===== src/sv/sonar_beam_peak_grouper_assert.svh =====
// ---------------------------------------------------------------------------
// Sonar beam peak grouper: assertion macros
// Shared concurrent assertion forms used by the grouper RTL.
// ---------------------------------------------------------------------------
`ifndef SONAR_BEAM_PEAK_GROUPER_ASSERT_SVH
`define SONAR_BEAM_PEAK_GROUPER_ASSERT_SVH

// Same-cycle implication, disabled while reset is held.
`define SBPG_ASSERT_IMPL(lbl, clk, rst_n, ante, cons) \
    lbl: assert property (@(posedge clk) disable iff (!(rst_n)) (ante) |-> (cons)) \
        else $error("sonar beam peak grouper: assertion failed");

// Next-cycle implication, disabled while reset is held.
`define SBPG_ASSERT_NEXT(lbl, clk, rst_n, ante, cons) \
    lbl: assert property (@(posedge clk) disable iff (!(rst_n)) (ante) |=> (cons)) \
        else $error("sonar beam peak grouper: assertion failed");

`endif


===== src/sv/sbpg_pkg.sv =====
// ---------------------------------------------------------------------------
// Sonar beam peak grouper: package
// Widths, register indices and the word types passed between the modules.
// ---------------------------------------------------------------------------
package sbpg_pkg;

    localparam int SAMPLE_W   = 8;
    localparam int BIN_W      = 10;
    localparam int GAP_W      = 9;
    localparam int GAP_VAL_W  = 8;
    localparam int CFG_DATA_W = 10;
    localparam int CFG_ADDR_W = 2;

    localparam logic [GAP_W-1:0] GAP_MAX = 9'd511;

    localparam logic [CFG_ADDR_W-1:0] CFG_THRESHOLD = 2'd0;
    localparam logic [CFG_ADDR_W-1:0] CFG_START_BIN = 2'd1;
    localparam logic [CFG_ADDR_W-1:0] CFG_MIN_GAP   = 2'd2;

    localparam logic [SAMPLE_W-1:0]  RST_THRESHOLD = 8'd20;
    localparam logic [BIN_W-1:0]     RST_START_BIN = 10'd2;
    localparam logic [GAP_VAL_W-1:0] RST_MIN_GAP   = 8'd3;

    typedef struct packed {
        logic [SAMPLE_W-1:0]  threshold;
        logic [BIN_W-1:0]     start_bin;
        logic [GAP_VAL_W-1:0] min_gap;
    } t_cfg;

    typedef struct packed {
        logic [SAMPLE_W-1:0] sample;
        logic                beam_end;
    } t_in_word;

    typedef struct packed {
        logic [BIN_W-1:0] peak_bin;
        logic             peak_valid;
        logic             last;
    } t_result;

endpackage


===== src/sv/sbpg_cfg_regs.sv =====
// ---------------------------------------------------------------------------
// Sonar beam peak grouper: configuration registers
// Holds the threshold, start bin and minimum gap written over the plain
// write port.
// ---------------------------------------------------------------------------
module sbpg_cfg_regs (
    input  logic                            i_clk,
    input  logic                            i_rst_n,
    input  logic                            i_cfg_we,
    input  logic [sbpg_pkg::CFG_ADDR_W-1:0] i_cfg_addr,
    input  logic [sbpg_pkg::CFG_DATA_W-1:0] i_cfg_wdata,
    output sbpg_pkg::t_cfg                  o_cfg
);
    import sbpg_pkg::*;

    t_cfg r_cfg;
    t_cfg n_cfg;

    always_comb begin
        n_cfg = r_cfg;
        if (i_cfg_we) begin
            case (i_cfg_addr)
                CFG_THRESHOLD: n_cfg.threshold = i_cfg_wdata[SAMPLE_W-1:0];
                CFG_START_BIN: n_cfg.start_bin = i_cfg_wdata[BIN_W-1:0];
                CFG_MIN_GAP:   n_cfg.min_gap   = i_cfg_wdata[GAP_VAL_W-1:0];
                default:       n_cfg = r_cfg;
            endcase
        end
    end

    always_ff @(posedge i_clk) begin
        if (!i_rst_n) begin
            r_cfg.threshold <= RST_THRESHOLD;
            r_cfg.start_bin <= RST_START_BIN;
            r_cfg.min_gap   <= RST_MIN_GAP;
        end else begin
            r_cfg <= n_cfg;
        end
    end

    assign o_cfg = r_cfg;

endmodule


===== src/sv/sbpg_in_reg.sv =====
// ---------------------------------------------------------------------------
// Sonar beam peak grouper: input register
// Captures one input word and holds it until the grouping stage takes it.
// ---------------------------------------------------------------------------
module sbpg_in_reg (
    input  logic               i_clk,
    input  logic               i_rst_n,
    input  logic               i_valid,
    output logic               o_stall,
    input  sbpg_pkg::t_in_word i_word,
    input  logic               i_take,
    output logic               o_valid,
    output sbpg_pkg::t_in_word o_word
);
    import sbpg_pkg::*;

    logic     r_valid;
    logic     n_valid;
    t_in_word r_word;
    logic     accept;

    assign o_stall = r_valid && !i_take;
    assign accept  = i_valid && !o_stall;

    always_comb begin
        n_valid = r_valid;
        if (accept) begin
            n_valid = 1'b1;
        end else if (i_take) begin
            n_valid = 1'b0;
        end
    end

    always_ff @(posedge i_clk) begin
        if (!i_rst_n) begin
            r_valid <= 1'b0;
        end else begin
            r_valid <= n_valid;
        end
    end

    always_ff @(posedge i_clk) begin
        if (accept) begin
            r_word <= i_word;
        end
    end

    assign o_valid = r_valid;
    assign o_word  = r_word;

endmodule


===== src/sv/sbpg_core.sv =====
// ---------------------------------------------------------------------------
// Sonar beam peak grouper: grouping core
// Holds the per-beam state and works out, for one bin, the state update and
// the result word it causes.
// ---------------------------------------------------------------------------
`include "sonar_beam_peak_grouper_assert.svh"

module sbpg_core #(
    parameter logic [9:0] BIN_LIMIT = 10'd1023
) (
    input  logic               i_clk,
    input  logic               i_rst_n,
    input  sbpg_pkg::t_cfg     i_cfg,
    input  logic               i_fire,
    input  sbpg_pkg::t_in_word i_word,
    output logic               o_res_valid,
    output sbpg_pkg::t_result  o_res
);
    import sbpg_pkg::*;

    logic [BIN_W-1:0]    r_bin_count;
    logic [BIN_W-1:0]    n_bin_count;
    logic [GAP_W-1:0]    r_gap_count;
    logic [GAP_W-1:0]    n_gap_count;
    logic                r_group_open;
    logic                n_group_open;
    logic [SAMPLE_W-1:0] r_peak_value;
    logic [SAMPLE_W-1:0] n_peak_value;
    logic [BIN_W-1:0]    r_peak_bin;
    logic [BIN_W-1:0]    n_peak_bin;

    logic             considered;
    logic             above;
    logic [GAP_W-1:0] gap_inc;
    logic             update_peak;
    logic             close_group;
    logic             open_mid;
    logic             emit;

    assign considered  = r_bin_count >= i_cfg.start_bin;
    assign above       = i_word.sample > i_cfg.threshold;
    assign gap_inc     = (r_gap_count < GAP_MAX) ? r_gap_count + 1'b1 : r_gap_count;
    assign update_peak = considered && above
                         && (!r_group_open || i_word.sample > r_peak_value);
    assign close_group = considered && !above && r_group_open
                         && (gap_inc == {1'b0, i_cfg.min_gap});
    assign open_mid    = close_group ? 1'b0 : (update_peak ? 1'b1 : r_group_open);
    assign emit        = close_group || (i_word.beam_end && open_mid);

    always_comb begin
        n_bin_count  = (r_bin_count < BIN_LIMIT) ? r_bin_count + 1'b1 : r_bin_count;
        n_gap_count  = r_gap_count;
        n_group_open = open_mid;
        n_peak_value = r_peak_value;
        n_peak_bin   = r_peak_bin;
        if (considered) begin
            n_gap_count = above ? '0 : gap_inc;
        end
        if (update_peak) begin
            n_peak_value = i_word.sample;
            n_peak_bin   = r_bin_count;
        end
        if (close_group) begin
            n_peak_value = '0;
        end
        if (i_word.beam_end) begin
            n_bin_count  = '0;
            n_gap_count  = {1'b0, i_cfg.min_gap} + 1'b1;
            n_group_open = 1'b0;
            n_peak_value = '0;
            n_peak_bin   = '0;
        end
    end

    always_ff @(posedge i_clk) begin
        if (!i_rst_n) begin
            r_bin_count  <= '0;
            r_gap_count  <= {1'b0, RST_MIN_GAP} + 1'b1;
            r_group_open <= 1'b0;
            r_peak_value <= '0;
            r_peak_bin   <= '0;
        end else if (i_fire) begin
            r_bin_count  <= n_bin_count;
            r_gap_count  <= n_gap_count;
            r_group_open <= n_group_open;
            r_peak_value <= n_peak_value;
            r_peak_bin   <= n_peak_bin;
        end
    end

    assign o_res_valid      = emit || i_word.beam_end;
    assign o_res.peak_bin   = emit ? (update_peak ? r_bin_count : r_peak_bin) : '0;
    assign o_res.peak_valid = emit;
    assign o_res.last       = i_word.beam_end;

    `SBPG_ASSERT_IMPL(a_bin_capped, i_clk, i_rst_n, 1'b1, r_bin_count <= BIN_LIMIT)
    `SBPG_ASSERT_NEXT(a_beam_restart, i_clk, i_rst_n, i_fire && i_word.beam_end,
        r_bin_count == '0 && !r_group_open)
    `SBPG_ASSERT_NEXT(a_state_hold, i_clk, i_rst_n, !i_fire,
        $stable(r_bin_count) && $stable(r_gap_count) && $stable(r_group_open))

endmodule


===== src/sv/sbpg_out_reg.sv =====
// ---------------------------------------------------------------------------
// Sonar beam peak grouper: output register
// Holds one result word until the downstream side takes it.
// ---------------------------------------------------------------------------
module sbpg_out_reg (
    input  logic              i_clk,
    input  logic              i_rst_n,
    input  logic              i_load,
    input  sbpg_pkg::t_result i_res,
    output logic              o_free,
    output logic              o_valid,
    input  logic              i_stall,
    output sbpg_pkg::t_result o_res
);
    import sbpg_pkg::*;

    logic    r_valid;
    logic    n_valid;
    t_result r_res;

    assign o_free = !r_valid || !i_stall;

    always_comb begin
        n_valid = r_valid;
        if (i_load) begin
            n_valid = 1'b1;
        end else if (o_free) begin
            n_valid = 1'b0;
        end
    end

    always_ff @(posedge i_clk) begin
        if (!i_rst_n) begin
            r_valid <= 1'b0;
        end else begin
            r_valid <= n_valid;
        end
    end

    always_ff @(posedge i_clk) begin
        if (i_load) begin
            r_res <= i_res;
        end
    end

    assign o_valid = r_valid;
    assign o_res   = r_res;

endmodule


===== src/sv/sonar_beam_peak_grouper.sv =====
// ---------------------------------------------------------------------------
// Sonar beam peak grouper
// Groups above-threshold echo samples of a sonar beam and reports the bin of
// each group's strongest sample, with an end marker on the final bin.
//
//   Channel  Direction  Handshake                  Word
//   in       input      i_in_valid / o_in_stall    i_intensity, i_beam_end
//   out      output     o_out_valid / i_out_stall  o_peak_bin, o_peak_valid, o_last
//   cfg      input      i_cfg_we                   i_cfg_addr, i_cfg_wdata
//
// One word is accepted per cycle unless the output stalls; the grouping core runs
// between the input and output registers, so a result is presented by the output
// register once its word has passed the input register and the core. Reset is
// synchronous, active low, and restores the register defaults and an empty beam.
// An output stall holds the result register and backs up into the input register.
// ---------------------------------------------------------------------------
`include "sonar_beam_peak_grouper_assert.svh"

module sonar_beam_peak_grouper #(
    parameter int MAX_BINS    = 1024,
    parameter int SAMPLE_BITS = 8
) (
    input  logic                            i_clk,
    input  logic                            i_rst_n,
    input  logic                            i_in_valid,
    output logic                            o_in_stall,
    input  logic [sbpg_pkg::SAMPLE_W-1:0]   i_intensity,
    input  logic                            i_beam_end,
    output logic                            o_out_valid,
    input  logic                            i_out_stall,
    output logic [sbpg_pkg::BIN_W-1:0]      o_peak_bin,
    output logic                            o_peak_valid,
    output logic                            o_last,
    input  logic                            i_cfg_we,
    input  logic [sbpg_pkg::CFG_ADDR_W-1:0] i_cfg_addr,
    input  logic [sbpg_pkg::CFG_DATA_W-1:0] i_cfg_wdata
);
    import sbpg_pkg::*;

    localparam int LIMIT_INT = (MAX_BINS - 1 > 1023) ? 1023 : MAX_BINS - 1;
    localparam logic [BIN_W-1:0] BIN_LIMIT = LIMIT_INT[BIN_W-1:0];
    localparam int MASK_BITS = (SAMPLE_BITS > SAMPLE_W) ? SAMPLE_W : SAMPLE_BITS;
    localparam logic [SAMPLE_W-1:0] SAMPLE_MASK = SAMPLE_W'((1 << MASK_BITS) - 1);

    t_cfg     cfg;
    t_in_word in_word;
    t_in_word core_word;
    logic     core_valid;
    logic     out_free;
    logic     fire;
    logic     res_valid;
    t_result  core_res;
    t_result  out_res;

    assign in_word.sample   = i_intensity & SAMPLE_MASK;
    assign in_word.beam_end = i_beam_end;
    assign fire             = core_valid && out_free;

    sbpg_cfg_regs u_cfg (
        .i_clk       (i_clk),
        .i_rst_n     (i_rst_n),
        .i_cfg_we    (i_cfg_we),
        .i_cfg_addr  (i_cfg_addr),
        .i_cfg_wdata (i_cfg_wdata),
        .o_cfg       (cfg)
    );

    sbpg_in_reg u_in (
        .i_clk   (i_clk),
        .i_rst_n (i_rst_n),
        .i_valid (i_in_valid),
        .o_stall (o_in_stall),
        .i_word  (in_word),
        .i_take  (fire),
        .o_valid (core_valid),
        .o_word  (core_word)
    );

    sbpg_core #(
        .BIN_LIMIT (BIN_LIMIT)
    ) u_core (
        .i_clk       (i_clk),
        .i_rst_n     (i_rst_n),
        .i_cfg       (cfg),
        .i_fire      (fire),
        .i_word      (core_word),
        .o_res_valid (res_valid),
        .o_res       (core_res)
    );

    sbpg_out_reg u_out (
        .i_clk   (i_clk),
        .i_rst_n (i_rst_n),
        .i_load  (fire && res_valid),
        .i_res   (core_res),
        .o_free  (out_free),
        .o_valid (o_out_valid),
        .i_stall (i_out_stall),
        .o_res   (out_res)
    );

    assign o_peak_bin   = out_res.peak_bin;
    assign o_peak_valid = out_res.peak_valid;
    assign o_last       = out_res.last;

    `SBPG_ASSERT_IMPL(a_marker_is_last, i_clk, i_rst_n, o_out_valid && !o_peak_valid, o_last)
    `SBPG_ASSERT_IMPL(a_marker_bin_zero, i_clk, i_rst_n, o_out_valid && !o_peak_valid,
        o_peak_bin == '0)
    `SBPG_ASSERT_IMPL(a_stall_needs_word, i_clk, i_rst_n, o_in_stall,
        core_valid && o_out_valid && i_out_stall)

endmodule


===== config.mk =====
export PLATFORM = sky130hd
export DESIGN_NAME = sonar_beam_peak_grouper
export DESIGN_NICKNAME = d
export VERILOG_FILES = /design/src/sv/sbpg_pkg.sv /design/src/sv/sbpg_cfg_regs.sv /design/src/sv/sbpg_in_reg.sv /design/src/sv/sbpg_core.sv /design/src/sv/sbpg_out_reg.sv /design/src/sv/sonar_beam_peak_grouper.sv
export VERILOG_INCLUDE_DIRS = /design/src /design/src/sv
export SDC_FILE = /design/constraint.sdc
export NUM_CORES = 1
export LEC_CHECK = 0
export BUFFER_PORTS_ARGS = -buffer_cell sky130_fd_sc_hd__buf_4
export CORE_ASPECT_RATIO = 0.5
export CORE_MARGIN = 1.5
export CORE_UTILIZATION = 34
export CTS_BUF_LIST = sky130_fd_sc_hd__clkbuf_16
export DETAILED_ROUTE_END_ITERATION = 7
export HOLD_SLACK_MARGIN = 0.1
export PLACE_DENSITY = 0.51
export SLEW_MARGIN = 30
export SYNTH_ARGS = -nofsm -noshare
export SYNTH_HDL_FRONTEND = slang
export SYNTH_HIERARCHICAL = 1
export SYNTH_SLANG_ARGS = --single-unit

===== constraint.sdc =====
create_clock -name i_clk -period 2.8 [get_ports i_clk]
set_input_delay 0.14 -clock i_clk [delete_from_list [all_inputs] [get_ports i_clk]]
set_output_delay 0.14 -clock i_clk [all_outputs]
set_load 0.005 [all_outputs]

==> results_dict.tcl, run 1 <==
set metrics [dict create \
    hold_path.class "in2reg" \
    max_slew_margin_pct 58.1 \
    post_dp_cell_area_um2 5530 \
    drt_drc_violations_left 0 \
    rows 30 \
    status "finished, final reports clean" \
    power_frac_seq_pct 49.0 \
    timing.critical_path.required_ns 2.84 \
    tritoncts "yes" \
    postSynthAreaPerCell_um2 9.39 \
    grt_pass1_wl_um 19800 \
    fin_setup_tns_ns 0 \
    via_count 3986 \
    numPlacedInstances 763 \
    finish.net_count 652 \
    via_density_per_instance 5.02 \
    synthesis.instances 525 \
    final_antenna_net_count 0 \
    final.period_utilization_pct 94.2 \
    max_freq_mhz 379 \
    finalHoldViolCount 0 \
    critical-path-slowest-cell "a2111o_1" \
    track_usage_pct 16.7 \
    clock_path_buffers 2 \
    critical_path.endpoint_type "flop" \
    critPathMaxFanout 13 \
    synth.yosys.seq_area_share_pct 39.6 \
    power-per-cell-area_nw_per_um2 466 \
    share_clk_of_total_power_pct 38.7 \
    ys.warnings.count 6 \
    net-switching-power_mw 0.703 \
    clkTransAtPathRegs_ns 0.06 \
    worst_clock_skew_ns 0.00805 \
    drt_pass1_iterations 5 \
    detailed_place_hpwl_um 8880 \
    ctsHtreeMaxLevel 3 \
    grt_remaining_overflow 0 \
    leakagePower_nw 2.22 \
    drive_gt1_share_pct 18.6 \
    postSynth.topFlopCell "dfxtp_1" \
    io_pins 40 \
    floorplan.core_area_um2 13900 \
    path_class "reg2reg" \
    drt_iter0_markers 274 \
    netlist-cell-type-count 66 \
    synth_top_area_share_pct 26.8 \
    finished_layout_cell_area_um2 5950 \
    route.final.wire_length_um 12100 \
    antenna_found_initial 0 \
    routedWlPerCell_um 15.2 \
    timing.final.max_slew_violations 0 \
    via_count_of_the_first_global_routing_pass 3705 \
    power.share.combinational_pct 12.4 \
    placement.io_buffers 39 \
    ys_top_cells_by_area "dfxtp_1 27%, edfxtp_1 13%, ha_1 7.4%" \
    die-area_um2 15300 \
    initial_utilization_pct 35.6 \
    grt_setup_unrepaired "no" \
    gp_routability_congestion 0.913 \
    cts-root-buf "clkbuf_16" \
    power.share.switching_pct 25.3 \
    cellInternalPower_mw 2.07 \
    cts_buffers 9 \
    synth_enable_flop_cells 21 \
    slowest_delay_ns 0.38 \
    syn2layout_area_growth_pct 20.6 \
    worst_slew_pin_slew_ns 0.629 \
    post-route-util_pct 43.0 \
    synthDominantAreaCellType "dfxtp_1" \
    final_cell_count_no_fill 794 \
    synth-async-reset-ratio_pct 0 \
    start_kind "flop" \
    timing.max_cap.violations 0 \
    mappedNetlistArea_um2 4930 \
    critical_path_arrival_ns 2.68 \
    final_period_minus_worst_setup_slack_ns 2.64 \
    ys_seq_elements 87 \
    antenna-diode-count 0 \
    grt_start_max_net_pins 41 \
    power.ir.vdd_worst_uv 229 \
    synth_nets 580 \
    num_clock_sinks 87 \
    clkLatencyLatePin_ns 0.34 \
    finalSetupViolations 0 \
    critical_path.cell_chain "ha_1, and3_2, a31o_1, a221oi_2, o2111ai_1, a2111o_1, o21ba_1, inv_1, and3_4" \
    die_h_um 88.2 \
    fp.dieW_um 173 \
]
area by class of cell:
type,count,area [um^2]
timing repair buffer,94,743
tap,192,240
inverter,35,131
multi-input combinational,370,2620
sequential,87,1950
clock inverter,7,35.0
clock buffer,9,225
fill,1371,7900
cells in the final DEF, fill, tap and decap left out, types with 5 or more instances in the layout:
cell type	n
nor2_1	24
or3_1	5
edfxtp_1	21
o21ai_0	23
a22oi_1	8
nand2_1	57
nand3b_1	12
a32o_1	10
ha_1	29
nand4_1	11
a211oi_1	7
dlygate4sd3_1	15
o211ai_1	5
dfxtp_1	66
buf_4	79
nor3_2	8
inv_1	36
nor3_1	13
clkbuf_16	9
mux2i_1	34
a21oi_1	23
xnor2_1	11
nor2b_1	9
nand3_1	12
xor2_1	7
power by group through the flow:
stage	registers, mW	logic, mW	clock network (mW)
finish	1.36	0.343	1.07
global route	1.36	0.380	1.16
detailed placement	1.39	0.323	0
CTS	1.36	0.341	1.11
global placement	1.39	0.322	0
floorplan	1.38	0.217	0
sequential cells by signal (all words and copies together), names as in the netlist, 8 cells and up:
| register | count |
|---|---|
| u_in/o_word | 9 |
| u_out/o_res | 12 |
| u_core/r_bin_count | 10 |
| u_cfg/o_cfg | 26 |
| u_core/r_peak_value | 8 |
| u_core/r_peak_bin | 10 |
| u_core/r_gap_count | 9 |
worst paths after layout:
| kind | start | endpoint | slack, ns | cells after the start |
|---|---|---|---|---|
| max reg2reg | u_core/r_gap_count[0] | u_out/o_res[6] | 0.16 | 9 |
| max | u_core/r_gap_count[0] | u_out/o_res[6] | 0.16 | 9 |
| min | i_cfg_wdata[4] | u_cfg/o_cfg[22] | 0.12 | 3 |
| min reg2reg | u_cfg/o_cfg[15] | u_cfg/o_cfg[15] | 0.45 | 2 |
synth_stat cells (4+ instances only):
cell / n
a211oi_1: 7
a21oi_1: 23
a22oi_1: 8
a31oi_1: 4
a32o_1: 10
and3_1: 5
buf_2: 5
buf_4: 4
buf_6: 6
clkbuf_1: 11
clkbuf_8: 4
dfxtp_1: 66
edfxtp_1: 21
ha_1: 29
inv_1: 34
mux2i_1: 35
nand2_1: 57
nand3_1: 12
nand3b_1: 12
nand4_1: 11
nor2_1: 24
nor2b_1: 9
nor3_1: 13
nor3_2: 8
o211ai_1: 5
o21a_1: 4
o21ai_0: 23
or3_1: 5
xnor2_1: 11
xor2_1: 7
cells by family (layout without fill, tap and decap cells):
logic type / count (synthesis) / in the layout / share of synthesized area [%]
AOI/OAI and AO/OA: 112 / 112 / 15.9
and+or+nand+nor: 176 / 176 / 19.4
adders and majority gates: 29 / 29 / 7.36
DFF: 87 / 87 / 39.6
xor gates and xnor gates: 18 / 18 / 3.20
muxes: 35 / 35 / 7.10
buffers and inverters: 68 / 145 / 7.51
critical path: cells and delay by family, from the launching register on:
kind	cells	cell delay (ns)
adders and majority gates	1	0.20
and+or+nand+nor	2	0.54
buffers and inverters	1	0.06
AOI/OAI and AO/OA	5	1.23
DFF	1	0.31
layer usage:
metal | wire (um) | up-vias | global-route usage [%] | share of wire [%]
met1 | 6350 | 1854 | 23.8 | 53
li1 | - | 2052 | - | -
met5 | 0 | - | 0 | 0
met3 | 470 | 11 | 3.65 | 3.9
met2 | 5120 | 69 | 25.8 | 42
met4 | 115 | 0 | 4.19 | 0.95
per-stage QoR:
step	hold slack (ns)	total power, mW	worst slack (ns)
finish	0.120	2.77	0.162
global route	0.129	2.90	0.0151
CTS	0.115	2.81	0.0815
detailed placement	0.320	1.71	0.0932
global placement	0.319	1.71	0.107
floorplan	0.239	1.59	0.0367
repair_timing:
action	CTS	global route
resized for setup	0	3
hold buffers	15	0
buffers inserted	0	0
setup endpoints to repair	0	23
endpoints found under the hold margin	16	0
Note: power is estimated with default switching activity, not from simulation.
==> run 2: changes to the inputs <==
Settings changed: CORE_UTILIZATION 34 to 54, PLACE_DENSITY 0.51 to 0.75.
==> results_dict.tcl, run 2 (same netlist as run 1, synthesis figures left out) <==
set metrics [dict create \
    power-per-cell-area_nw_per_um2 507 \
    die_h_um 70.6 \
    power.ir.vdd_worst_uv 327 \
    clock_path_buffers 2 \
    worst_r2r_endpoint "u_out/o_res[9]" \
    n_fill_cell 748 \
    rr_worst_depth 9 \
    clkTransAtPathRegs_ns 0.06 \
    die-area_um2 9750 \
    worst_slew_pin_slew_ns 0.620 \
    grt_remaining_overflow 0 \
    fin_setup_tns_ns 0 \
    via_count 4120 \
    syn2layout_area_growth_pct 18.5 \
    cts-root-buf "clkbuf_16" \
    rows 24 \
    antenna-diode-count 0 \
    finalHoldViolCount 0 \
    final_common_cell "buf_4" \
    post_cts_setup_buffer_count 0 \
    route.final.wire_length_um 11700 \
    timing.max_cap.violations 0 \
    gp_routability_congestion 0.950 \
    worst_clock_skew_ns 0.00753 \
    status "finished, final reports clean" \
    worstHoldPathCells 3 \
    finalWorstSetupSlack_ns 0.147 \
    critical_path_arrival_ns 2.69 \
    initial_utilization_pct 56.1 \
    start_kind "flop" \
    placement.io_buffers 39 \
    critical-path-slowest-cell "a2111o_1" \
    drt_iter0_markers 281 \
    timing.rr.start "u_core/r_gap_count[0]" \
    finish.net_count 644 \
    critical_path.endpoint_type "flop" \
    via_density_per_instance 5.79 \
    leakagePower_nw 2.20 \
    ctsHtreeMaxLevel 3 \
    cts_buffers 9 \
    path_class "reg2reg" \
    detailed_place_hpwl_um 8320 \
    p_total_mw 2.97 \
    worst_hold_startpoint "i_cfg_wdata[4]" \
    min_delay_worst_endpoint "u_cfg/o_cfg[4]" \
    drt_pass1_iterations 5 \
    max_freq_mhz 377 \
    floorplan.core_area_um2 8800 \
    final.period_utilization_pct 94.7 \
    grt_setup_unrepaired "no" \
    hold_path.class "in2reg" \
    grt_pass1_wl_um 19200 \
    timing.final.max_slew_violations 0 \
    drive_gt1_share_pct 17.5 \
    num_clock_sinks 87 \
    mostFrequentLayoutCells "71 x buf_4, 66 x dfxtp_1, 57 x nand2_1, 36 x inv_1, 35 x mux2i_1" \
    grt_start_max_net_pins 37 \
    max_slew_margin_pct 58.7 \
    largest_register_ff_count 26 \
    drt_drc_violations_left 0 \
    flop_to_flop_setup_slack_ns 0.15 \
    antenna_found_initial 0 \
    critical_path.cell_chain "ha_1, and3_2, a31o_1, a221oi_2, o2111ai_1, a2111o_1, o21ba_1, inv_1, and3_4" \
    pre_cts_ws_ns 0.0809 \
    final_antenna_net_count 0 \
    timing.critical_path.required_ns 2.84 \
    tritoncts "yes" \
    final_period_minus_worst_setup_slack_ns 2.65 \
    routedWlPerCell_um 16.5 \
    fp.dieW_um 138 \
    critPathMaxFanout 13 \
    clkLatencyLatePin_ns 0.34 \
    via_count_of_the_first_global_routing_pass 3903 \
    slowest_delay_ns 0.39 \
    io_pins 40 \
    finalSetupViolations 0 \
    track_usage_pct 25.0 \
]
run 2: changes by cell type in the layout (fill, tap and decap cells not counted):
| cell | previous run | this run |
|---|---|---|
| buf_4 | 79 | 71 |
| bufinv_16 | 0 | 2 |
| clkinv_2 | 3 | 1 |
| clkinv_1 | 2 | 1 |
| clkinv_4 | 1 | 0 |
| clkinvlp_4 | 0 | 1 |
| inv_6 | 0 | 1 |
| mux2i_1 | 34 | 35 |
| mux2i_2 | 1 | 0 |
run 2: layer usage:
layer / track usage (%) / routed length [um] / share of wire [%]
met1: 32.8 / 5420 / 46
met2: 41.6 / 5380 / 46
met3: 6.50 / 717 / 6.1
met4: 6.90 / 190 / 1.6
met5: 0 / 0 / 0
run 2: cell type report:
type / count / area (um^2) / area share [%]
clock buffer: 9 / 225 / 3.85
clock inverter: 7 / 88.8 / 1.52
inverter: 35 / 131 / 2.25
multi-input combinational: 370 / 2620 / 44.8
sequential: 87 / 1950 / 33.4
tap: 117 / 146 / 2.50
timing repair buffer: 86 / 683 / 11.7
run 2: where the power goes:
part / leakage, nW / total [mW] / internal (mW) / switching [mW]
logic: 1.31 / 0.337 / 0.153 / 0.184
clock network: 0.158 / 1.27 / 0.776 / 0.494
registers: 0.727 / 1.36 / 1.33 / 0.0325
run 2: worst max-delay path by stage:
| stage | cells past startpoint | endpoint | slack [ns] | startpoint |
|---|---|---|---|---|
| 2_1_floorplan | 10 | u_out/o_res[0] | 0.04 | u_core/r_gap_count[0] |
| 4_1_cts | 10 | u_out/o_res[11] | 0.07 | u_cfg/o_cfg[12] |
| 3_5_place_dp | 9 | u_out/o_res[11] | 0.08 | u_core/r_gap_count[0] |
| 6_report | 9 | u_out/o_res[9] | 0.15 | u_core/r_gap_count[0] |
| 5_1_grt | 10 | u_out/o_res[9] | 0.06 | u_cfg/o_cfg[12] |
| 3_3_place_gp | 9 | u_out/o_res[8] | 0.12 | u_core/r_gap_count[0] |
run 2: worst max-delay path: cells and delay by family (launching register included):
kind | cells | cell delay, ns
AOI/OAI and AO/OA | 5 | 1.23
buffers and inverters | 1 | 0.07
and+or+nand+nor | 2 | 0.54
DFF | 1 | 0.31
adders and majority gates | 1 | 0.20
run 2: what timing repair did:
item,in CTS,in global routing
endpoints found under the hold margin,18,0
endpoints found under the setup margin,0,22
hold buffers,15,0
gates resized for setup,0,2
run 2: through the flow:
stage / utilization (%) / cells / area, um^2 / hold WS (ns)
global placement: 61.1 / 680 / 5370 / 0.319
floorplan: - / 525 / 4930 / 0.239
detailed placement: 61.1 / 680 / 5370 / 0.319
CTS: 66.4 / 711 / 5840 / 0.107
finish: 66.4 / 711 / 5850 / 0.123
global route: 66.4 / 711 / 5850 / 0.150
==> run 3: changes to the inputs <==
Settings changed: SETUP_SLACK_MARGIN set to 0.15.
==> results_dict.tcl, run 3 (same netlist as run 1, synthesis figures left out) <==
set metrics [dict create \
    final.period_utilization_pct 91.8 \
    critPathMaxFanout 7 \
    max_freq_mhz 389 \
    numPlacedInstances 671 \
    post-route-util_pct 66.4 \
    finalSetupViolations 0 \
    placement.io_buffers 39 \
    via_count_of_the_first_global_routing_pass 3854 \
    via_count 4067 \
    pre_cts_ws_ns 0.129 \
    die-area_um2 9750 \
    grt_setup_unrepaired "no" \
    grt_start_max_net_pins 43 \
    timing.rr.start "u_core/r_gap_count[0]" \
    worst_r2r_endpoint "u_out/o_res[10]" \
    leakagePower_nw 2.15 \
    power-per-cell-area_nw_per_um2 496 \
    power_frac_seq_pct 47.0 \
    initial_utilization_pct 56.1 \
    cts_buffers 9 \
    final_cell_count_no_fill 704 \
    min_delay_worst_endpoint "u_cfg/o_cfg[2]" \
    hold-worst-slack_ns 0.108 \
    rr_worst_depth 9 \
    finish.net_count 637 \
    hold_path.class "in2reg" \
    start_kind "flop" \
    floorplan.core_area_um2 8800 \
    grt_remaining_overflow 0 \
    antenna-diode-count 0 \
    die_h_um 70.6 \
    drt_pass1_iterations 5 \
    gp_routability_congestion 0.915 \
    drive_gt1_share_pct 18.9 \
    worst_slew_pin_slew_ns 0.717 \
    mostFrequentLayoutCells "64 x buf_4, 61 x dfxtp_1, 57 x nand2_1, 34 x mux2i_1, 34 x inv_1" \
    routedWlPerCell_um 16.4 \
    share_clk_of_total_power_pct 41.2 \
    clkTransAtPathRegs_ns 0.06 \
    flop_to_flop_setup_slack_ns 0.23 \
    largest_register_ff_count 26 \
    antenna_found_initial 0 \
    net-switching-power_mw 0.725 \
    track_usage_pct 24.1 \
    power.ir.vdd_worst_uv 321 \
    route.final.wire_length_um 11500 \
    syn2layout_area_growth_pct 18.4 \
    drt_iter0_markers 318 \
    final_common_cell "buf_4" \
    status "finished, final reports clean" \
    finalWorstSetupSlack_ns 0.231 \
    critical_path_arrival_ns 2.62 \
    final_period_minus_worst_setup_slack_ns 2.57 \
    detailed_place_hpwl_um 8160 \
    via_density_per_instance 5.78 \
    timing.final.max_slew_violations 0 \
    max_slew_margin_pct 52.0 \
    final_antenna_net_count 0 \
    ctsHtreeMaxLevel 3 \
    tritoncts "yes" \
    drt_drc_violations_left 0 \
    timing.max_cap.violations 0 \
    cellInternalPower_mw 2.17 \
    critical_path.endpoint_type "flop" \
    grt_pass1_wl_um 18600 \
    finalHoldViolCount 0 \
    power.share.combinational_pct 11.8 \
    rows 24 \
    io_pins 40 \
    clock_path_buffers 2 \
    worstHoldPathCells 3 \
    cts-root-buf "clkbuf_16" \
    fin_setup_tns_ns 0 \
    num_clock_sinks 87 \
    clkLatencyLatePin_ns 0.35 \
    worst_hold_startpoint "i_cfg_wdata[2]" \
    path_class "reg2reg" \
    timing.critical_path.required_ns 2.85 \
    worst_clock_skew_ns 0.0107 \
    fp.dieW_um 138 \
    power.share.switching_pct 25.0 \
]
run 3: worst max path at each step:
stage | cells after the start | end | from
after floorplan | 10 | u_out/o_res[0] | u_core/r_gap_count[0]
after global placement | 9 | u_out/o_res[8] | u_core/r_gap_count[0]
after detailed placement | 9 | u_core/r_peak_bin[2] | u_core/r_bin_count[0]
after CTS | 9 | u_out/o_res[3] | u_core/r_bin_count[9]
after global routing | 10 | u_out/o_res[8] | u_cfg/o_cfg[17]
final | 9 | u_out/o_res[10] | u_core/r_gap_count[0]
run 3: worst max-delay path: stages, from the launching register on:
cell,delay [ns]
dfxtp_1,0.34
ha_4,0.19
and3_2,0.25
a31o_1,0.24
a221oi_2,0.24
o2111ai_1,0.15
a2111o_1,0.34
o21ba_1,0.22
inv_1,0.08
and3_4,0.24
run 3: timing repair:
item	4_1_cts	5_1_grt
pin swaps	0	3
hold buffers	14	0
resized for setup	1	14
buffers inserted	0	2
cloned	1	0
hold endpoints to repair	16	0
endpoints found under the setup margin	22	38
run 3: final cells by class:
type / instances / area (um^2)
flip-flops and latches: 87 / 1960
clock inverters: 7 / 71.3
clock buffers: 9 / 225
fillers: 720 / 2960
inverters: 35 / 131
multi-input cells: 371 / 2690
well taps: 117 / 146
repair buffers: 78 / 621
run 3: metrics by stage:
stage / power (mW) / area, um^2
after floorplan: 1.59 / 4940
after global placement: 1.69 / 5310
after detailed placement: 1.70 / 5310
after CTS: 2.91 / 5760
after global routing: 3.01 / 5840
final: 2.90 / 5840
run 3: power by group through the flow:
stage / Sequential (mW) / Combinational [mW] / Clock, mW
5_1_grt: 1.37 / 0.374 / 1.27
3_5_place_dp: 1.39 / 0.309 / 0
4_1_cts: 1.36 / 0.328 / 1.22
2_1_floorplan: 1.38 / 0.218 / 0
3_3_place_gp: 1.39 / 0.305 / 0
6_report: 1.36 / 0.341 / 1.20
run 3: routing by layer:
| layer | vias up | part of all wire, % | wire length [um] | track usage, % |
|---|---|---|---|---|
| met2 | 93 | 46 | 5350 | 39.0 |
| met1 | 1940 | 48 | 5530 | 31.7 |
| met5 | - | 0 | 0 | 0 |
| li1 | 2024 | - | - | - |
| met3 | 10 | 4.8 | 553 | 6.97 |
| met4 | 0 | 0.74 | 85 | 7.60 |
